### src/rtl/core/spt_pkg.sv
// Shared types, widths and codes for the sphere pair time of impact block.
`timescale 1ns / 1ps
package spt_pkg;

	localparam int CW   = 32;            // coordinate width
	localparam int FB   = 16;            // fraction bits
	localparam int TW   = 32;            // impact time width
	localparam int DW   = CW + 1;        // difference and radius sum width
	localparam int MW   = DW + 2;        // multiplier operand width (signed)
	localparam int PW   = 2 * MW;        // multiplier product width
	localparam int AW   = 2 * CW + 4;    // a, b/2, c accumulator width (signed)
	localparam int HW   = AW / 2;        // half of an accumulator word
	localparam int XW   = 2 * AW + 4;    // discriminant width (signed)
	localparam int SQW  = XW / 2;        // square root width
	localparam int RMW  = SQW + 3;       // square root remainder width
	localparam int NW   = SQW + 2;       // numerator width (signed)
	localparam int QW   = NW + FB;       // scaled numerator and quotient width
	localparam int RW   = AW + 1;        // divisor and division remainder width
	localparam int CNTW = $clog2(2 * QW + 1);

	localparam int MAC_STEPS  = 20;      // ten products, issue and accumulate
	localparam int WIDE_STEPS = 14;      // seven partial products
	localparam int ROOT_STEPS = SQW;
	localparam int DIV_STEPS  = QW;

	typedef struct packed {
		logic                 second_of_pair;
		logic                 active;
		logic signed [CW-1:0] pos_x;
		logic signed [CW-1:0] pos_y;
		logic signed [CW-1:0] pos_z;
		logic signed [CW-1:0] vel_x;
		logic signed [CW-1:0] vel_y;
		logic signed [CW-1:0] vel_z;
		logic        [CW-1:0] radius;
	} item_t;

	typedef struct packed {
		logic          hit;
		logic [TW-1:0] impact_time;
	} result_t;

	typedef struct packed {
		logic                 live;
		logic signed [DW-1:0] dvx;
		logic signed [DW-1:0] dvy;
		logic signed [DW-1:0] dvz;
		logic signed [DW-1:0] dpx;
		logic signed [DW-1:0] dpy;
		logic signed [DW-1:0] dpz;
		logic        [DW-1:0] rsum;
	} job_t;

	typedef struct packed {
		logic full;
		logic valid;
	} q_status_t;

	typedef enum logic [3:0] {
		ST_IDLE,
		ST_MAC,
		ST_PREP,
		ST_WIDE,
		ST_DCHK,
		ST_ROOT,
		ST_NUM,
		ST_DIV,
		ST_DONE
	} back_state_t;

endpackage

### src/rtl/core/spt_front.sv
// Front end: holds the first sphere of a pair and forms relative motion jobs.
`timescale 1ns / 1ps
module spt_front (
	input  logic          clk,
	input  logic          arst_n,
	input  logic          push,
	input  spt_pkg::item_t item,
	input  logic          q_full,
	output logic          full,
	output logic          job_push,
	output spt_pkg::job_t job
);
	import spt_pkg::*;

	logic signed [CW-1:0] hpos_q [3];
	logic signed [CW-1:0] hvel_q [3];
	logic        [CW-1:0] hrad_q;
	logic                 hact_q;
	logic                 take;

	assign full     = q_full;
	assign take     = push && !q_full;
	assign job_push = take && item.second_of_pair;

	always_ff @(posedge clk or negedge arst_n) begin
		if (!arst_n) begin
			for (int i = 0; i < 3; i++) begin
				hpos_q[i] <= '0;
				hvel_q[i] <= '0;
			end
			hrad_q <= '0;
			hact_q <= 1'b0;
		end else if (take && !item.second_of_pair) begin
			hpos_q[0] <= item.pos_x;
			hpos_q[1] <= item.pos_y;
			hpos_q[2] <= item.pos_z;
			hvel_q[0] <= item.vel_x;
			hvel_q[1] <= item.vel_y;
			hvel_q[2] <= item.vel_z;
			hrad_q    <= item.radius;
			hact_q    <= item.active;
		end
	end

	always_comb begin
		job.live = item.active && hact_q;
		job.dvx  = {item.vel_x[CW-1], item.vel_x} - {hvel_q[0][CW-1], hvel_q[0]};
		job.dvy  = {item.vel_y[CW-1], item.vel_y} - {hvel_q[1][CW-1], hvel_q[1]};
		job.dvz  = {item.vel_z[CW-1], item.vel_z} - {hvel_q[2][CW-1], hvel_q[2]};
		job.dpx  = {item.pos_x[CW-1], item.pos_x} - {hpos_q[0][CW-1], hpos_q[0]};
		job.dpy  = {item.pos_y[CW-1], item.pos_y} - {hpos_q[1][CW-1], hpos_q[1]};
		job.dpz  = {item.pos_z[CW-1], item.pos_z} - {hpos_q[2][CW-1], hpos_q[2]};
		job.rsum = {1'b0, item.radius} + {1'b0, hrad_q};
	end

endmodule

### config.mk
export PLATFORM = sky130hd
export DESIGN_NAME = spt_front
export DESIGN_NICKNAME = d
export VERILOG_FILES = /design/src/rtl/core/spt_pkg.sv /design/src/rtl/core/spt_front.sv
export SDC_FILE = /design/constraint.sdc
export NUM_CORES = 1
export LEC_CHECK = 0
export BUFFER_PORTS_ARGS = -buffer_cell sky130_fd_sc_hd__buf_2
export CORE_MARGIN = 4
export CORE_UTILIZATION = 35
export DETAILED_ROUTE_END_ITERATION = 10
export PLACE_DENSITY = 0.58
export SKIP_LAST_GASP = 1
export SLEW_MARGIN = 20
export SYNTH_ARGS = -nofsm -noshare
export SYNTH_HDL_FRONTEND = slang
export SYNTH_SLANG_ARGS = --single-unit
### constraint.sdc
create_clock -name clk -period 5.6 [get_ports clk]
set_input_delay 0.28 -clock clk [delete_from_list [all_inputs] [get_ports clk]]
set_output_delay 0.28 -clock clk [all_outputs]
set_load 0.01 [all_outputs]
== After elaboration in Yosys (flattened, before gate mapping) ==
Cells that the tools add are included.

* RAM bits: 0
* Input port bits: 230
* Memories: 0
* Bits in latches: 0
* Bits in read-only memories: 0
* Flip-flop bits (word level): 225

* Divide/modulo/power cells: 0
* $lt $le $gt $ge: 0
* Muxes and demuxes: 0
* Multiply operators: 0
* Reduce and logical (&&, ||, !) cells: 6
* Bitwise gates (word level): 0
* Eq/ne operators: 0
* Shift-type cells: 0
* Add/sub/neg operators: 7

{| class="wikitable"
|+ Operators with widths
! kind !! count
|-
| $sub 32x32->33 || 6
|-
| $add 32x32->33 || 1
|-
| $logic_and 1x1->1 || 4
|-
| $logic_not 1->1 || 2
|}

== Logic depth before layout (Yosys ltp) ==
* Depth in word-level cells: 3
* Depth in mapped cells: 12
* Depth with buffers taken out: 12

== Worst setup path before layout ==
OpenSTA, ideal clock, no wires.

* Path kind: register -> output
* Start: reg hpos_q[0] (netlist bit)
* End: out job[65] (netlist bit)
* Arrival time: 2.860 ns
* Cell stages (with the launch flop): 12
* Buffers on the path: 0
* Path slack: 2.460 ns
* Required time: 5.320 ns
* Cell sequence: dfrtp_1 > ha_1 > fa_1 > nor2b_1 > o21a_1 > o21ai_0 > a21oi_1 > a41oi_1 > o211ai_1 > o211ai_1 > or4b_1 > a22o_1

{| class="wikitable"
|+ RTL lines
! what !! RTL line !! source
|-
| start: declaration || spt_front.sv:15 || <nowiki>logic signed [CW-1:0] hpos_q [3];</nowiki>
|-
| end: declaration || spt_front.sv:11 || <nowiki>output spt_pkg::job_t job</nowiki>
|}

==> flow_results.xml <==
<?xml version="1.0" encoding="UTF-8"?>
<metrics>
  <group name="outcome">
    <metric name="outcome" unit="">complete, no violations</metric>
  </group>
  <group name="synth">
    <metric name="syn_nets" unit="">2889</metric>
    <metric name="postSynth.topFlopCell" unit="">dfrtp_1</metric>
    <metric name="seq_area_frac_synth" unit="%">28.7</metric>
    <metric name="yosysMostFrequentCell" unit="">nand2_1</metric>
    <metric name="synthAdderAreaFrac" unit="%">15.0</metric>
    <metric name="ys_warn_count" unit="">0</metric>
    <metric name="synth.lib_cells_used.distinct" unit="">74</metric>
    <metric name="synthTopCellsByArea" unit="">dfrtp_1 (29%), ha_1 (14%), o21ai_0 (7.3%), nand2_1 (5.9%), xnor2_1 (5.5%)</metric>
    <metric name="post-synth-top-area-cell" unit="">dfrtp_1</metric>
    <metric name="largest_family_of_logic_cells_by_synthesized_area" unit="">compound AO/OA/AOI/OAI gates</metric>
    <metric name="ys_top_cells_by_count" unit="">nand2_1 (307), o21ai_0 (287), inv_1 (261)</metric>
    <metric name="async_flop_share" unit="%">100</metric>
    <metric name="synth_compound_area_share" unit="%">24.8</metric>
    <metric name="edff_count_synth" unit="">0</metric>
    <metric name="synth.avg_cell_area" unit="um^2">8.07</metric>
    <metric name="mappedNetlistArea" unit="um^2">19600</metric>
    <metric name="synth_simple_gate_area_share" unit="%">14.2</metric>
    <metric name="synth_xor_xnor_area_share" unit="%">8.58</metric>
    <metric name="synthMuxAreaShare" unit="%">2.29</metric>
    <metric name="synth_top_area_share" unit="%">28.7</metric>
    <metric name="synthCells" unit="">2428</metric>
    <metric name="ys_ff_latch" unit="">225</metric>
  </group>
  <group name="min_path">
    <metric name="min_path_cells" unit="">3</metric>
    <metric name="worst_hold_path.endpoint" unit="">hpos_q[19]</metric>
    <metric name="worstHoldPathType" unit="">input pin to flop</metric>
    <metric name="hold_path.startpoint" unit="">item[147]</metric>
  </group>
  <group name="die">
    <metric name="core_region_area" unit="um^2">55300</metric>
    <metric name="boundaryPins" unit="">464</metric>
    <metric name="dieArea" unit="um^2">59900</metric>
    <metric name="chipHeight" unit="um">245</metric>
    <metric name="initial_utilization" unit="%">35.4</metric>
    <metric name="row_count" unit="">86</metric>
    <metric name="die_wd" unit="um">245</metric>
  </group>
  <group name="pwr">
    <metric name="powerDensity" unit="nW/um^2">349</metric>
    <metric name="power.total" unit="mW">9.07</metric>
    <metric name="worst_supply_voltage_drop_on_vdd" unit="mV">0.215</metric>
    <metric name="lkg_pwr" unit="nW">12.6</metric>
  </group>
  <group name="placed_design">
    <metric name="portBuffers" unit="">463</metric>
    <metric name="dp.final_hpwl" unit="um">47400</metric>
    <metric name="place_congestion" unit="">0.941</metric>
  </group>
  <group name="layout">
    <metric name="drive_gt1_share" unit="%">18.9</metric>
    <metric name="layout-area-overhead-vs-synth" unit="%">32.7</metric>
    <metric name="layout.nets" unit="">3544</metric>
  </group>
  <group name="sta">
    <metric name="max_slew.worst_pin.slew" unit="ns">1.17</metric>
    <metric name="fin_worst_skew" unit="ns">0</metric>
    <metric name="setup-violations-final" unit="">0</metric>
    <metric name="unrepaired_setup_endpoints_after_global_routing" unit="">no</metric>
    <metric name="final.period_utilization" unit="%">76.1</metric>
    <metric name="maxSlewHeadroom" unit="%">22.1</metric>
    <metric name="timing.fmax" unit="MHz">235</metric>
    <metric name="clock_period_minus_final_worst_setup_slack" unit="ns">4.26</metric>
    <metric name="final_hold_viol_count" unit="">0</metric>
    <metric name="timing_max_transition_violations_final" unit="">0</metric>
    <metric name="tns" unit="ns">0</metric>
  </group>
  <group name="global_routing">
    <metric name="globalRoute.totalOverflow" unit="">0</metric>
    <metric name="grt_pass1_wl" unit="um">99000</metric>
    <metric name="global_route.usage.total" unit="%">19.9</metric>
    <metric name="grt_pass1_vias" unit="">19300</metric>
    <metric name="antenna_found_initial" unit="">6</metric>
    <metric name="grt_max_degree" unit="">266</metric>
  </group>
  <group name="worst_setup_path">
    <metric name="cp-start-kind" unit="">input pin</metric>
    <metric name="cp_data_required_time" unit="ns">5.32</metric>
    <metric name="crit_path_cell_trace" unit="">dlygate4sd3_1 -&gt; buf_2 -&gt; ha_1 -&gt; fa_1 -&gt; a211oi_1 -&gt; o21a_1 -&gt; o21ai_0 -&gt; a31oi_1 -&gt; o21ai_0 -&gt; a21boi_0 -&gt; o21ai_0 -&gt; a31oi_1 -&gt; xnor2_1 -&gt; buf_2</metric>
    <metric name="reg2reg_slack" unit="ns">4.80</metric>
    <metric name="crit_top_cell" unit="">o21ai_0</metric>
    <metric name="largest_fanout_on_the_critical_path" unit="">4</metric>
    <metric name="crit_path_max_incr_delay" unit="ns">0.52</metric>
    <metric name="timing.rr.start" unit="">hrad_q[1]</metric>
    <metric name="rr_worst_depth" unit="">1</metric>
    <metric name="criticalPathCategory" unit="">input pin to output pin</metric>
    <metric name="worstReg2RegEnd" unit="">hrad_q[1]</metric>
    <metric name="worst_path_arrival" unit="ns">3.98</metric>
    <metric name="timing.critical_path.slowest_stage_cell" unit="">dlygate4sd3_1</metric>
    <metric name="cp.buffers_inverters" unit="">3</metric>
    <metric name="critical_path.endpoint_type" unit="">output pin</metric>
    <metric name="worst_path_dominant_cell_family" unit="">compound AO/OA/AOI/OAI gates</metric>
  </group>
  <group name="route">
    <metric name="dr_total_vias" unit="">19500</metric>
    <metric name="drt.antenna.violating_nets" unit="">0</metric>
    <metric name="post-route-drc-count" unit="">0</metric>
    <metric name="drt_first_iter_violations" unit="">834</metric>
    <metric name="drt-vias-per-instance" unit="">5.04</metric>
    <metric name="detailedRoute.firstPassIterationCount" unit="">5</metric>
    <metric name="post_drt_wl_per_cell" unit="um">15.9</metric>
    <metric name="wl" unit="um">61600</metric>
  </group>
  <group name="clock_tree">
    <metric name="cts_tree" unit="">done</metric>
    <metric name="h_tree_depth" unit="">2</metric>
    <metric name="clock_insertion_delay_worst_skew" unit="ns">0.53</metric>
    <metric name="cts_sink_count" unit="">225</metric>
    <metric name="cts-root-buf" unit="">clkbuf_16</metric>
    <metric name="cts_clk_pin_slew_worst_paths" unit="ns">0.05</metric>
    <metric name="ctsLongestPathBuffers" unit="">3</metric>
    <metric name="post_cts_buffers" unit="">0</metric>
    <metric name="cts-buffers-inserted" unit="">34</metric>
  </group>
  <group name="job">
    <metric name="timing.max_cap.violations" unit="">0</metric>
  </group>
</metrics>
==> per-layer routing <==
metal	part of all wire, %	track usage (%)	up-vias	routed length (um)
met2	49	35.2	455	30000
met1	44	24.7	9110	26900
met5	0.021	0	-	13
met3	4.3	2.88	122	2650
met4	3.4	6.88	2	2070
li1	-	-	9791	-
==> final cells by class <==
cell class | instances | area, um^2
antenna | 10 | 25.0
clock buffer | 51 | 1020
clock inverter | 8 | 73.8
fill | 5499 | 29300
inverter | 261 | 980
multi-input combinational | 1871 | 12700
sequential | 225 | 5630
tap | 748 | 936
timing repair buffer | 690 | 4630
==> repair_timing <==
| item | CTS | global route |
|---|---|---|
| hold endpoints to repair | 320 | 0 |
| gates resized for setup | 0 | 0 |
| hold buffers | 223 | 0 |
| setup endpoints to repair | 0 | 0 |
==> flip-flops by register name, summed over array words and instances, names as in the netlist <==
signal	cells
hact_q	1
hvel_q	96
hrad_q	32
hpos_q	96
==> per-stage QoR <==
stage	cells	hold slack (ns)	util, %	setup WS, ns	area (um^2)
final	3864	0.0187	47.0	1.34	26000
after global routing	3858	0.0154	47.0	1.04	26000
after CTS	3854	0.00136	47.0	1.30	26000
after detailed placement	3572	0.406	41.0	1.88	22700
after global placement	3572	0.410	41.0	1.96	22700
after floorplan	2428	-0.0156	-	2.46	19600
==> report_power, final <==
| part | internal (mW) | switching [mW] | total (mW) |
|---|---|---|---|
| Combinational | 2.08 | 2.88 | 4.96 |
| Clock | 1.30 | 0.819 | 2.11 |
| Sequential | 1.90 | 0.0884 | 1.99 |
==> worst max-delay path by stage <==
stage               from  endpoint  slack (ns)  depth (start not counted)
6_report         item[0]   job[30]        1.34                         14
4_1_cts        hrad_q[0]   job[30]        1.30                         12
5_1_grt        hrad_q[0]   job[30]        1.04                         12
3_3_place_gp   item[128]   job[65]        1.96                         14
2_1_floorplan  hpos_q[0]   job[65]        2.46                         11
3_5_place_dp     item[0]   job[30]        1.88                         13
==> worst min-delay path, cell delays in order <==
cell	delay (ns)
buf_2	0.11
nand2_1	0.05
o21ai_0	0.07
==> layout by cell type (no fill, tap or decap), drive strengths merged, types with 21 or more instances in the layout <==
cell type,n
nor3,23
mux2,39
dfrtp,225
buf,467
nor2b,27
a31oi,23
dlygate4sd3,223
xnor2,124
inv,262
nand2b,21
a21o,101
nand4,21
nand3,33
nor2,106
clkbuf,51
a21oi,196
o21bai,27
ha,224
xor2,68
o21a,34
nand2,307
o21ai,288
==> logic make-up after synthesis <==
kind of cell / after synthesis
XOR/XNOR: 192
flip-flops: 225
multiplexers: 40
buffers and inverters: 332
adder cells (fa/ha/maj): 231
AND/OR/NAND/NOR: 615
AO/OA/AOI/OAI: 793
Power figures use the tool's default switching activity.
