File: src/rtl/core/spt_pkg.sv
// Shared types, widths and codes for the sphere pair time of impact block.
`timescale 1ns / 1ps
package spt_pkg;

	localparam int CW   = 32;            // coordinate width
	localparam int FB   = 16;            // fraction bits
	localparam int TW   = 32;            // impact time width
	localparam int DW   = CW + 1;        // difference and radius sum width
	localparam int MW   = DW + 2;        // multiplier operand width (signed)
	localparam int PW   = 2 * MW;        // multiplier product width
	localparam int AW   = 2 * CW + 4;    // a, b/2, c accumulator width (signed)
	localparam int HW   = AW / 2;        // half of an accumulator word
	localparam int XW   = 2 * AW + 4;    // discriminant width (signed)
	localparam int SQW  = XW / 2;        // square root width
	localparam int RMW  = SQW + 3;       // square root remainder width
	localparam int NW   = SQW + 2;       // numerator width (signed)
	localparam int QW   = NW + FB;       // scaled numerator and quotient width
	localparam int RW   = AW + 1;        // divisor and division remainder width
	localparam int CNTW = $clog2(2 * QW + 1);

	localparam int MAC_STEPS  = 20;      // ten products, issue and accumulate
	localparam int WIDE_STEPS = 14;      // seven partial products
	localparam int ROOT_STEPS = SQW;
	localparam int DIV_STEPS  = QW;

	typedef struct packed {
		logic                 second_of_pair;
		logic                 active;
		logic signed [CW-1:0] pos_x;
		logic signed [CW-1:0] pos_y;
		logic signed [CW-1:0] pos_z;
		logic signed [CW-1:0] vel_x;
		logic signed [CW-1:0] vel_y;
		logic signed [CW-1:0] vel_z;
		logic        [CW-1:0] radius;
	} item_t;

	typedef struct packed {
		logic          hit;
		logic [TW-1:0] impact_time;
	} result_t;

	typedef struct packed {
		logic                 live;
		logic signed [DW-1:0] dvx;
		logic signed [DW-1:0] dvy;
		logic signed [DW-1:0] dvz;
		logic signed [DW-1:0] dpx;
		logic signed [DW-1:0] dpy;
		logic signed [DW-1:0] dpz;
		logic        [DW-1:0] rsum;
	} job_t;

	typedef struct packed {
		logic full;
		logic valid;
	} q_status_t;

	typedef enum logic [3:0] {
		ST_IDLE,
		ST_MAC,
		ST_PREP,
		ST_WIDE,
		ST_DCHK,
		ST_ROOT,
		ST_NUM,
		ST_DIV,
		ST_DONE
	} back_state_t;

endpackage

File: src/rtl/core/spt_jobq.sv
// Two-entry job queue between the front end and the solver.
`timescale 1ns / 1ps
module spt_jobq (
	input  logic              clk,
	input  logic              arst_n,
	input  logic              push,
	input  spt_pkg::job_t     wdata,
	input  logic              pop,
	output spt_pkg::job_t     rdata,
	output spt_pkg::q_status_t status
);
	import spt_pkg::*;

	job_t       mem_q [2];
	logic       wr_q;
	logic       rd_q;
	logic [1:0] cnt_q;
	logic       do_push;
	logic       do_pop;

	assign status.full  = (cnt_q == 2'd2);
	assign status.valid = (cnt_q != 2'd0);
	assign do_push      = push && !status.full;
	assign do_pop       = pop && status.valid;
	assign rdata        = mem_q[rd_q];

	always_ff @(posedge clk or negedge arst_n) begin
		if (!arst_n) begin
			wr_q  <= 1'b0;
			rd_q  <= 1'b0;
			cnt_q <= 2'd0;
		end else begin
			if (do_push)
				wr_q <= !wr_q;
			if (do_pop)
				rd_q <= !rd_q;
			cnt_q <= cnt_q + {1'b0, do_push} - {1'b0, do_pop};
		end
	end

	always_ff @(posedge clk) begin
		if (do_push)
			mem_q[wr_q] <= wdata;
	end

endmodule

File: config.mk
export PLATFORM = sky130hd
export DESIGN_NAME = spt_jobq
export DESIGN_NICKNAME = d
export VERILOG_FILES = /design/src/rtl/core/spt_pkg.sv /design/src/rtl/core/spt_jobq.sv
export SDC_FILE = /design/constraint.sdc
export NUM_CORES = 1
export LEC_CHECK = 0
export BUFFER_PORTS_ARGS = -buffer_cell sky130_fd_sc_hd__buf_2
export CAP_MARGIN = 30
export CORE_MARGIN = 1
export CORE_UTILIZATION = 45
export DETAILED_ROUTE_END_ITERATION = 10
export PLACE_DENSITY = 0.79
export SLEW_MARGIN = 20
export SYNTH_ARGS = -nofsm -noshare
export SYNTH_HDL_FRONTEND = slang
export SYNTH_SLANG_ARGS = --single-unit
File: constraint.sdc
create_clock -name clk -period 17.2 [get_ports clk]
set_input_delay 3.44 -clock clk [delete_from_list [all_inputs] [get_ports clk]]
set_output_delay 3.44 -clock clk [all_outputs]
set_load 0.03 [all_outputs]
# Yosys cells after proc, flatten, opt, wreduce, memory -nomap -nowiden
# Memories as Yosys holds them, arrays and structs flattened.
# Index checks and enable logic that the tools add are counted.
# W data, S select, Z words.
[classes]
shift = 0
add_sub_neg = 2
n_eq_ne = 1
magnitude_cmp = 0
n_mux = 2
n_bitwise = 0
n_reduce_logical = 6
mul = 0
div = 0
[ops]
columns = ["op", "count"]
rows = [
  ["$logic_not A1 Y1", 3],
  ["$add A2 B1 Y2", 1],
  ["$eq A2 B2 Y1 const B", 1],
  ["$logic_and A1 B1 Y1", 2],
  ["$mux W1", 2],
  ["$reduce_bool A2 Y1", 1],
  ["$sub A2 B1 Y2", 1],
]
[word_totals]
output_inout_bits = 234
ram_bits = 464
latch_bits = 0
in_bits = 236
regBits = 4
memories = 1
rom_bits = 0
word_cells = 15
[memory_table]
columns = ["name", "words", "word_bits", "read_ports", "rd_clocked_by_memory_dff", "write_ports", "line_no", "text"]
rows = [
  ["mem_q", 2, 232, 1, 0, 1, "spt_jobq.sv:14", "job_t mem_q [2];"],
]

# Longest topological paths before layout
# Gate-level depths: netlist (run 1).
[depth]
depth_word = 5
mapped_depth = 7
depth_no_buf = 7

# Worst setup path before layout (run 1)
# Ideal clock, no wire load.
[synth_path]
path_kind = "input to register"
startpoint = "in push"
endpoint = "mem mem_q[0][0] (netlist name) (enable)"
arrival_time_ps = 13146
setup_slack_ps = 3225
setup_ps = 828
required_time_ps = 16372
path_buffers = 0
stages = 2
cell_sequence = "nand2_1 -> nor2_1"
[synth_via]
elab_chain_cells = 3
[synth_lines]
columns = ["element", "line_no", "text"]
rows = [
  ["start: declaration", "spt_jobq.sv:6", "input logic push,"],
  ["$logic_and A1 B1 Y1", "spt_jobq.sv:23", "assign do_push = push && !status.full;"],
  ["$mux W1", "spt_jobq.sv:42", "if (do_push)"],
  ["$mux W1 (implied by the code)", "spt_jobq.sv:43", "mem_q[wr_q] <= wdata;"],
  ["end: declaration", "spt_jobq.sv:14", ""],
]
# Every way passes these cells.

==> impl_metrics.tcl, run 1 <==
set metrics [dict create \
    worst_slew_pin_slew_ns 0.964 \
    drive_gt1_share_pct 61.1 \
    irDropWorstVdd_mv 0.189 \
    synth-edff-count 464 \
    critPathKind "reg2out" \
    relSlewSlack_pct 35.7 \
    max_cap_viol_count 0 \
    fmax_mhz 143 \
    grt_pass1_wl_mm 49.4 \
    num_vias 8684 \
    detail_route.wl_per_cell_um 19.4 \
    stdcell_count 1801 \
    post_cts_buffers 0 \
    cts.clk_slew.worst_paths_ns 0.06 \
    grt_max_degree 161 \
    start_kind "flop" \
    grt_pass1_vias 8652 \
    setup_viol 0 \
    place_congestion 0.755 \
    synthTopCellsByArea "edfxtp_1, mux2_4, mux2_2" \
    htree_levels 2 \
    drtIter0Drc 425 \
    synth_top_area_share_pct 79.0 \
    drt_first_pass_iters 6 \
    synth_top_area_cell "edfxtp_1" \
    drtAntennaViolNets 0 \
    hold_path.class "reg2reg" \
    die_h_um 200 \
    vias_per_cell 4.82 \
    post_cts_resized 0 \
    syn_area_um2 17600 \
    synthArstFlopShare_pct 0.855 \
    synth_common_cells "edfxtp_1, mux2_4, mux2_2, buf_6, buf_2" \
    hold_buffers 0 \
    clk_path_buf_depth 3 \
    required_ns 13.76 \
    grt.total_usage_pct 16.5 \
    post-route-period-util_pct 40.7 \
    fin_setup_tns_ns 0 \
    hold_start "cnt_q[0]" \
    powerDensity_nw_per_um2 189 \
    path_max_fanout 58 \
    layout.nets 1482 \
    die_w_um 200 \
    initial_core_util_pct 45.6 \
    core-area_um2 38600 \
    cp_data_arrival_time_ns 3.56 \
    yosysMostFrequentCell "edfxtp_1" \
    cp-end-kind "output pin" \
    status "finished clean" \
    syn_area_per_cell_um2 23.8 \
    postSynthNetCount 978 \
    routed_wl_mm 34.9 \
    clkSinkCount 468 \
    cts_tree "done" \
    ys_ff_latch 468 \
    io_buffers 469 \
    placed_cells 1712 \
    cp-startpoint "rd_q" \
    rsz0062_at_grt "no" \
    clk_latency_ns 0.55 \
    drv_slew 0 \
    synth_cells 740 \
    fin_worst_skew_ns 0.0140 \
    finalHoldViolCount 0 \
    grt_antenna_before_repair 5 \
    fin_util_pct 57.0 \
    p_leak_uw 0.00869 \
    cts-root-buf "clkbuf_16" \
    numCtsBuffers 46 \
    std_cell_rows 72 \
    drc 0 \
    rr_startpoint "cnt_q[1]" \
    synth_warnings 0 \
    area_delta_synth_final_pct 24.9 \
    gr-total-overflow 0 \
    synth_ff_type "edfxtp_1" \
    synth.distinct_cells 16 \
    die_area_um2 40000 \
    num_io_pins 470 \
    ys_seq_area_share_pct 79.6 \
    nFillCells 2844 \
    hpwl_mm 23.9 \
    min_period_ns 7.00 \
]
flip-flops by register name, indices dropped and copies added, names as in the netlist:
name   cells
cnt_q      2
rd_q       1
wr_q       1
mem_q    464
routing by layer:
metal / wire [um] / GRT usage (%)
met5: 30 / 0
met4: 756 / 6.47
met3: 2410 / 4.27
met2: 18600 / 29.3
met1: 13100 / 19.1
kinds of logic (layout without fill, tap and decap cells):
group,count (synthesis),count (layout),synth area share (%)
and+or+nand+nor,6,6,0.184
xor gates and xnor gates,4,4,0.199
other,0,5,0
DFF,468,468,79.6
buffers and inverters,28,566,1.49
adders and majority gates,2,2,0.142
muxes,232,232,18.4
cell type report:
| cell class | instances | area (um^2) | area share (%) |
|---|---|---|---|
| inverter | 2 | 7.51 | 0.0341 |
| clock buffer | 58 | 1220 | 5.52 |
| tap | 518 | 648 | 2.94 |
| multi-input combinational | 244 | 3360 | 15.2 |
| antenna | 5 | 12.5 | 0.0568 |
| timing repair buffer | 482 | 2530 | 11.5 |
| sequential | 468 | 14000 | 63.7 |
| clock inverter | 24 | 224 | 1.02 |
critical path, cell delays in order (launching register included):
cell	delay, ns
dfrtp_4	0.98
buf_4	0.60
buf_4	0.81
mux2_4	0.36
buf_2	0.18
report_power, final:
part	switching [uW]	internal (uW)	total, uW
combinational	972	595	1570
sequential	89.7	1560	1650
clock	398	561	959
cell usage in the layout, fill, tap and decap left out:
master	netlist	routed
and2_1	1	1
and3_4	0	1
buf_12	0	4
buf_16	0	2
buf_2	6	469
buf_4	0	7
bufinv_16	0	4
clkbuf_1	0	11
clkbuf_16	0	47
clkinv_1	0	8
clkinv_2	0	8
clkinv_4	0	2
clkinvlp_4	0	1
dfrtp_1	4	3
dfrtp_4	0	1
diode_2	0	5
edfxtp_1	464	464
ha_1	2	2
inv_1	2	2
inv_6	0	1
mux2_2	62	62
mux2_4	170	170
nand2_1	1	1
nand2b_1	1	1
nor2_4	0	1
or2_2	1	1
xnor2_1	3	3
xor2_1	1	1
through the flow:
step	cell area (um^2)	power [uW]	setup WS [ns]	hold slack, ns
2_1_floorplan	17600	2940	3.23	0.461
3_3_place_gp	20500	3210	10.41	0.496
3_5_place_dp	20500	3250	10.74	0.508
4_1_cts	22000	4220	10.12	0.523
5_1_grt	22000	4350	10.02	0.565
6_report	22000	4180	10.20	0.517
path summary, 6_finish.rpt:
check                           slack [ns]  depth (start not counted)            to
worst max-delay path                 10.20                          4    rdata[194]
worst min-delay path                  0.52                          1      cnt_q[0]
max in group asynchronous            14.38                          1          rd_q
min in group asynchronous             2.68                          1      cnt_q[1]
worst max register to register       14.12                          4  mem_q[1][71]
worst min register to register        0.52                          1      cnt_q[0]
(Power assumes the default switching activity.)
==> inputs of run 2 (changes only) <==
--- a/config.mk
+++ b/config.mk
@@ -10,7 +10,7 @@
 export CORE_MARGIN = 1
 export CORE_UTILIZATION = 45
 export DETAILED_ROUTE_END_ITERATION = 10
-export PLACE_DENSITY = 0.79
+export PLACE_DENSITY = 0.82
 export SLEW_MARGIN = 20
 export SYNTH_ARGS = -nofsm -noshare
 export SYNTH_HDL_FRONTEND = slang
==> constraint.sdc (replaced) <==
create_clock -name clk -period 6 [get_ports clk]
set_input_delay 1.2 -clock clk [delete_from_list [all_inputs] [get_ports clk]]
set_output_delay 1.2 -clock clk [all_outputs]
set_load 0.03 [all_outputs]
==> run 2 against run 1 <==
Net effect:
- hold slack worse by 0.060 ns
- first-iteration DRC count is 12% lower
- power increased to 2.9 times the previous value
- critical path depth decreased by 1
- sequential power increased to 2.9 times the previous value
- global-route usage increased by 0.055 points
- clock skew is 0.0023 ns higher
- worst setup slack worse by 8.2 ns
- cell count unchanged
- flip-flop and latch count unchanged
- sequential share of layout area grew 0.12 points
- critical path type unchanged
==> impl_metrics.tcl, run 2 (synthesized netlist as in run 1, its figures left out) <==
set metrics [dict create \
    status "finished clean" \
    layout.nets 1477 \
    numCtsBuffers 46 \
    r2r_slack_ns 3.48 \
    drv_slew 0 \
    min_period_ns 3.98 \
    fin_worst_skew_ns 0.0162 \
    regMostFlops "mem_q" \
    die_h_um 200 \
    routed_wl_mm 35.2 \
    grt_pass1_vias 8975 \
    drc 0 \
    worst_slew_pin_slew_ns 0.872 \
    vias_per_cell 4.83 \
    hold_buffers 0 \
    layout_common_cells "buf_2, edfxtp_1, mux2_4, mux2_2, clkbuf_16" \
    place_ws_ns 2.60 \
    required_ns 4.80 \
    die_area_um2 40000 \
    crit_chain "buf_12 > mux2_4 > buf_2" \
    post_cts_buffers 0 \
    layout_commonest_cell "buf_2" \
    powerDensity_nw_per_um2 543 \
    hold_path.class "in2async" \
    top_regs "mem_q (464), cnt_q (2)" \
    post_cts_resized 0 \
    cts-root-buf "clkbuf_16" \
    fmax_mhz 251 \
    io_buffers 469 \
    std_cell_rows 72 \
    max_cap_viol_count 0 \
    slowest_delay_ns 0.99 \
    grt_max_degree 124 \
    drive_gt1_share_pct 61.0 \
    slowest_stage "dfrtp_4" \
    place_congestion 0.771 \
    clk_path_buf_depth 3 \
    irDropWorstVdd_mv 0.337 \
    area_delta_synth_final_pct 24.7 \
    fin_setup_tns_ns 0 \
    hpwl_mm 23.7 \
    worst_slack_ns 2.02 \
    clk_latency_ns 0.56 \
    path_max_fanout 83 \
    finalHoldViolCount 0 \
    drtIter0Drc 375 \
    drtAntennaViolNets 0 \
    grt_pass1_wl_mm 49.3 \
    cp-end-kind "output pin" \
    num_io_pins 470 \
    die_w_um 200 \
    num_vias 8706 \
    grt_antenna_before_repair 9 \
    critPathKind "reg2out" \
    setup_viol 0 \
    post-route-period-util_pct 66.4 \
    htree_levels 2 \
    largest_reg_flops 464 \
    detail_route.wl_per_cell_um 19.5 \
    grt.total_usage_pct 16.6 \
    relSlewSlack_pct 41.9 \
    gr-total-overflow 0 \
    cp_data_arrival_time_ns 2.78 \
    rsz0062_at_grt "no" \
    initial_core_util_pct 45.6 \
    cts_tree "done" \
    cts.clk_slew.worst_paths_ns 0.06 \
    p_leak_uw 0.00866 \
    drt_first_pass_iters 4 \
    core-area_um2 38600 \
    clkSinkCount 468 \
    start_kind "flop" \
]
## run 2: stage by stage
stage	power, uW	hold slack [ns]	instance area [um^2]	instances	util [%]
final	12000	0.458	22000	1801	56.9
after detailed placement	9290	0.523	20500	1709	53.1
after CTS	12100	0.425	22000	1793	56.9
after floorplan	8270	0.483	17600	740	-
after global routing	12400	0.423	22000	1799	56.9
after global placement	9190	0.495	20500	1709	53.1
## run 2: layout make-up
| cell class | instances | area (um^2) |
|---|---|---|
| Tap cell | 518 | 648 |
| Clock buffer | 56 | 1210 |
| Antenna cell | 8 | 20.0 |
| Fill cell | 2863 | 16700 |
| Sequential cell | 468 | 14000 |
| Multi-Input combinational cell | 244 | 3360 |
| Inverter | 2 | 7.51 |
| Timing Repair Buffer | 477 | 2470 |
| Clock inverter | 28 | 246 |
## run 2: power breakdown
part / internal [uW] / switching (uW) / total, uW
Clock: 1610 / 1160 / 2770
Sequential: 4480 / 259 / 4730
Combinational: 1670 / 2770 / 4450
## run 2: critical path, delay by kind of cell, from the launching register on
family	cells	cell delay, ns
flip-flops	1	0.99
multiplexers	1	0.36
buffers and inverters	2	0.67
## run 2: worst paths after layout
check / cells past startpoint / from / endpoint
max: 3 / rd_q / rdata[89]
min: 1 / arst_n / cnt_q[1]
max reg2reg: 5 / cnt_q[1] / mem_q[0][197]
min reg2reg: 1 / cnt_q[0] / cnt_q[0]
max in group asynchronous: 1 / arst_n / rd_q
min in group clk: 1 / cnt_q[0] / cnt_q[0]
## run 2: per-layer routing
layer	share of wire [%]	vias to the layer above	global-route usage (%)	wire length, um
met3	7.0	43	4.96	2480
li1	-	3968	-	-
met1	37	4371	19.0	13000
met2	54	322	29.1	18900
met5	0.048	-	0	17
met4	2.3	2	6.33	813
==> inputs of run 3 (changes only) <==
==> constraint.sdc (replaced) <==
create_clock -name clk -period 3.4 [get_ports clk]
set_input_delay 0.68 -clock clk [delete_from_list [all_inputs] [get_ports clk]]
set_output_delay 0.68 -clock clk [all_outputs]
set_load 0.03 [all_outputs]
==> run 3 against run 2 <==
Net effect:
- hold slack got worse by 0.15 ns
- highest routed layer unchanged
- critical endpoint is now rdata[120]
- cell area up 1.6%
- worst setup slack lost 1.7 ns
- wire length rose by 1.2%
- global-route usage rose by 0.14 points
- die area unchanged
- largest cell class unchanged
- flip-flop and latch count did not move
- sequential power increased by 75%
- register-to-register slack got worse by 2.1 ns
- non-clock buffer count increased by 23
- via count increased by 1.7%
==> impl_metrics.tcl, run 3 (synthesized netlist as in run 1, its figures left out) <==
set metrics [dict create \
    status "finished clean" \
    fmax_mhz 329 \
    core-area_um2 38600 \
    grt_pass1_wl_mm 49.9 \
    top_regs "mem_q (464), cnt_q (2)" \
    drt_first_pass_iters 5 \
    clkSinkCount 468 \
    max_cap_viol_count 0 \
    drtIter0Drc 292 \
    slowest_stage "dfrtp_4" \
    crit_chain "buf_12 > buf_12 > mux2_4 > buf_2" \
    initial_core_util_pct 45.6 \
    hold_depth 1 \
    grt_antenna_before_repair 9 \
    cp_num_cells 4 \
    die_w_um 200 \
    std_cell_rows 72 \
    slowest_delay_ns 0.71 \
    regMostFlops "mem_q" \
    finalHoldViolCount 0 \
    grt.total_usage_pct 16.7 \
    worst_slew_pin_slew_ns 0.601 \
    cts_tree "done" \
    largest_reg_flops 464 \
    critPathKind "reg2out" \
    worst_slack_ns 0.364 \
    hold_path.class "in2reg" \
    drive_gt1_share_pct 62.2 \
    detail_route.wl_per_cell_um 19.5 \
    drv_slew 0 \
    crit_path_frequent_cell "buf_12" \
    grt_pass1_vias 8990 \
    cts.clk_slew.worst_paths_ns 0.06 \
    num_vias 8854 \
    p_leak_uw 0.00881 \
    layout_common_cells "buf_2, edfxtp_1, mux2_4, mux2_2, clkbuf_16" \
    grt_max_degree 95 \
    path_max_fanout 30 \
    cpLargestDelayFamily "flip-flops" \
    min_period_ns 3.04 \
    gr-total-overflow 0 \
    area_delta_synth_final_pct 26.6 \
    fin_setup_tns_ns 0 \
    die_h_um 200 \
    setup_viol 0 \
    crit_buf_inv 3 \
    fin_worst_skew_ns 0.00776 \
    io_buffers 469 \
    num_io_pins 470 \
    layout.nets 1500 \
    relSlewSlack_pct 59.9 \
    hpwl_mm 24.9 \
    die_area_um2 40000 \
    cts-root-buf "clkbuf_16" \
    reg2reg_depth 3 \
    routed_wl_mm 35.6 \
    layout_commonest_cell "buf_2" \
    cp-end-kind "output pin" \
    vias_per_cell 4.85 \
    clk_latency_ns 0.55 \
    numCtsBuffers 46 \
    start_kind "flop" \
    powerDensity_nw_per_um2 962 \
    place_ws_ns 0.903 \
    power_uw 21500 \
    htree_levels 2 \
    cp_data_arrival_time_ns 2.36 \
    drtAntennaViolNets 0 \
    required_ns 2.72 \
    clk_path_buf_depth 3 \
    post-route-period-util_pct 89.3 \
    rsz0062_at_grt "no" \
    place_congestion 0.795 \
    irDropWorstVdd_mv 0.688 \
    drc 0 \
]
==> run 3: per-stage QoR <==
| step | instance area, um^2 | util [%] | std cells | hold slack, ns |
|---|---|---|---|---|
| finish | 22300 | 57.8 | 1826 | 0.307 |
| global route | 22300 | 57.8 | 1824 | 0.268 |
| CTS | 22300 | 57.7 | 1817 | 0.262 |
| detailed placement | 20800 | 53.9 | 1731 | 0.497 |
| global placement | 20800 | 53.9 | 1731 | 0.492 |
| floorplan | 17700 | - | 740 | 0.384 |
==> run 3: power by group <==
part / switching [uW] / leakage, uW / total (uW) / internal, uW
clock network: 2100 / 0.000708 / 4960 / 2860
registers: 386 / 0.00435 / 8260 / 7880
logic: 5090 / 0.00375 / 8260 / 3170
total: 7580 / 0.00881 / 21500 / 13900
==> run 3: final timing paths <==
kind | start | end | slack [ns]
worst min-delay path | wdata[38] | mem_q[0][38] | 0.31
worst max-delay path | rd_q | rdata[120] | 0.36
max in group asynchronous | arst_n | rd_q | 2.78
worst min register to register | cnt_q[0] | cnt_q[0] | 0.52
worst max register to register | cnt_q[1] | mem_q[1][14] | 1.37
min in group asynchronous | arst_n | rd_q | 0.48
==> run 3: area by class of cell <==
| cell class | count | area [um^2] |
|---|---|---|
| clock inverter | 32 | 294 |
| inverter | 2 | 7.51 |
| fill | 2835 | 16300 |
| clock buffer | 53 | 1200 |
| antenna | 9 | 22.5 |
| sequential | 468 | 14000 |
| multi-input combinational | 244 | 3370 |
| tap | 518 | 648 |
| timing repair buffer | 500 | 2760 |
==> run 3: what timing repair did <==
| action | 4_1_cts | 5_1_grt |
|---|---|---|
| gates resized for setup | 0 | 0 |
| endpoints found under the hold margin | 4 | 0 |
| hold buffers | 1 | 0 |
| buffers inserted | 0 | 0 |
==> run 3: per-layer routing <==
metal	track usage, %	part of all wire [%]
met1	18.0	36
met2	29.6	53
met3	4.89	7.4
met4	8.96	3.6
met5	0	0.065
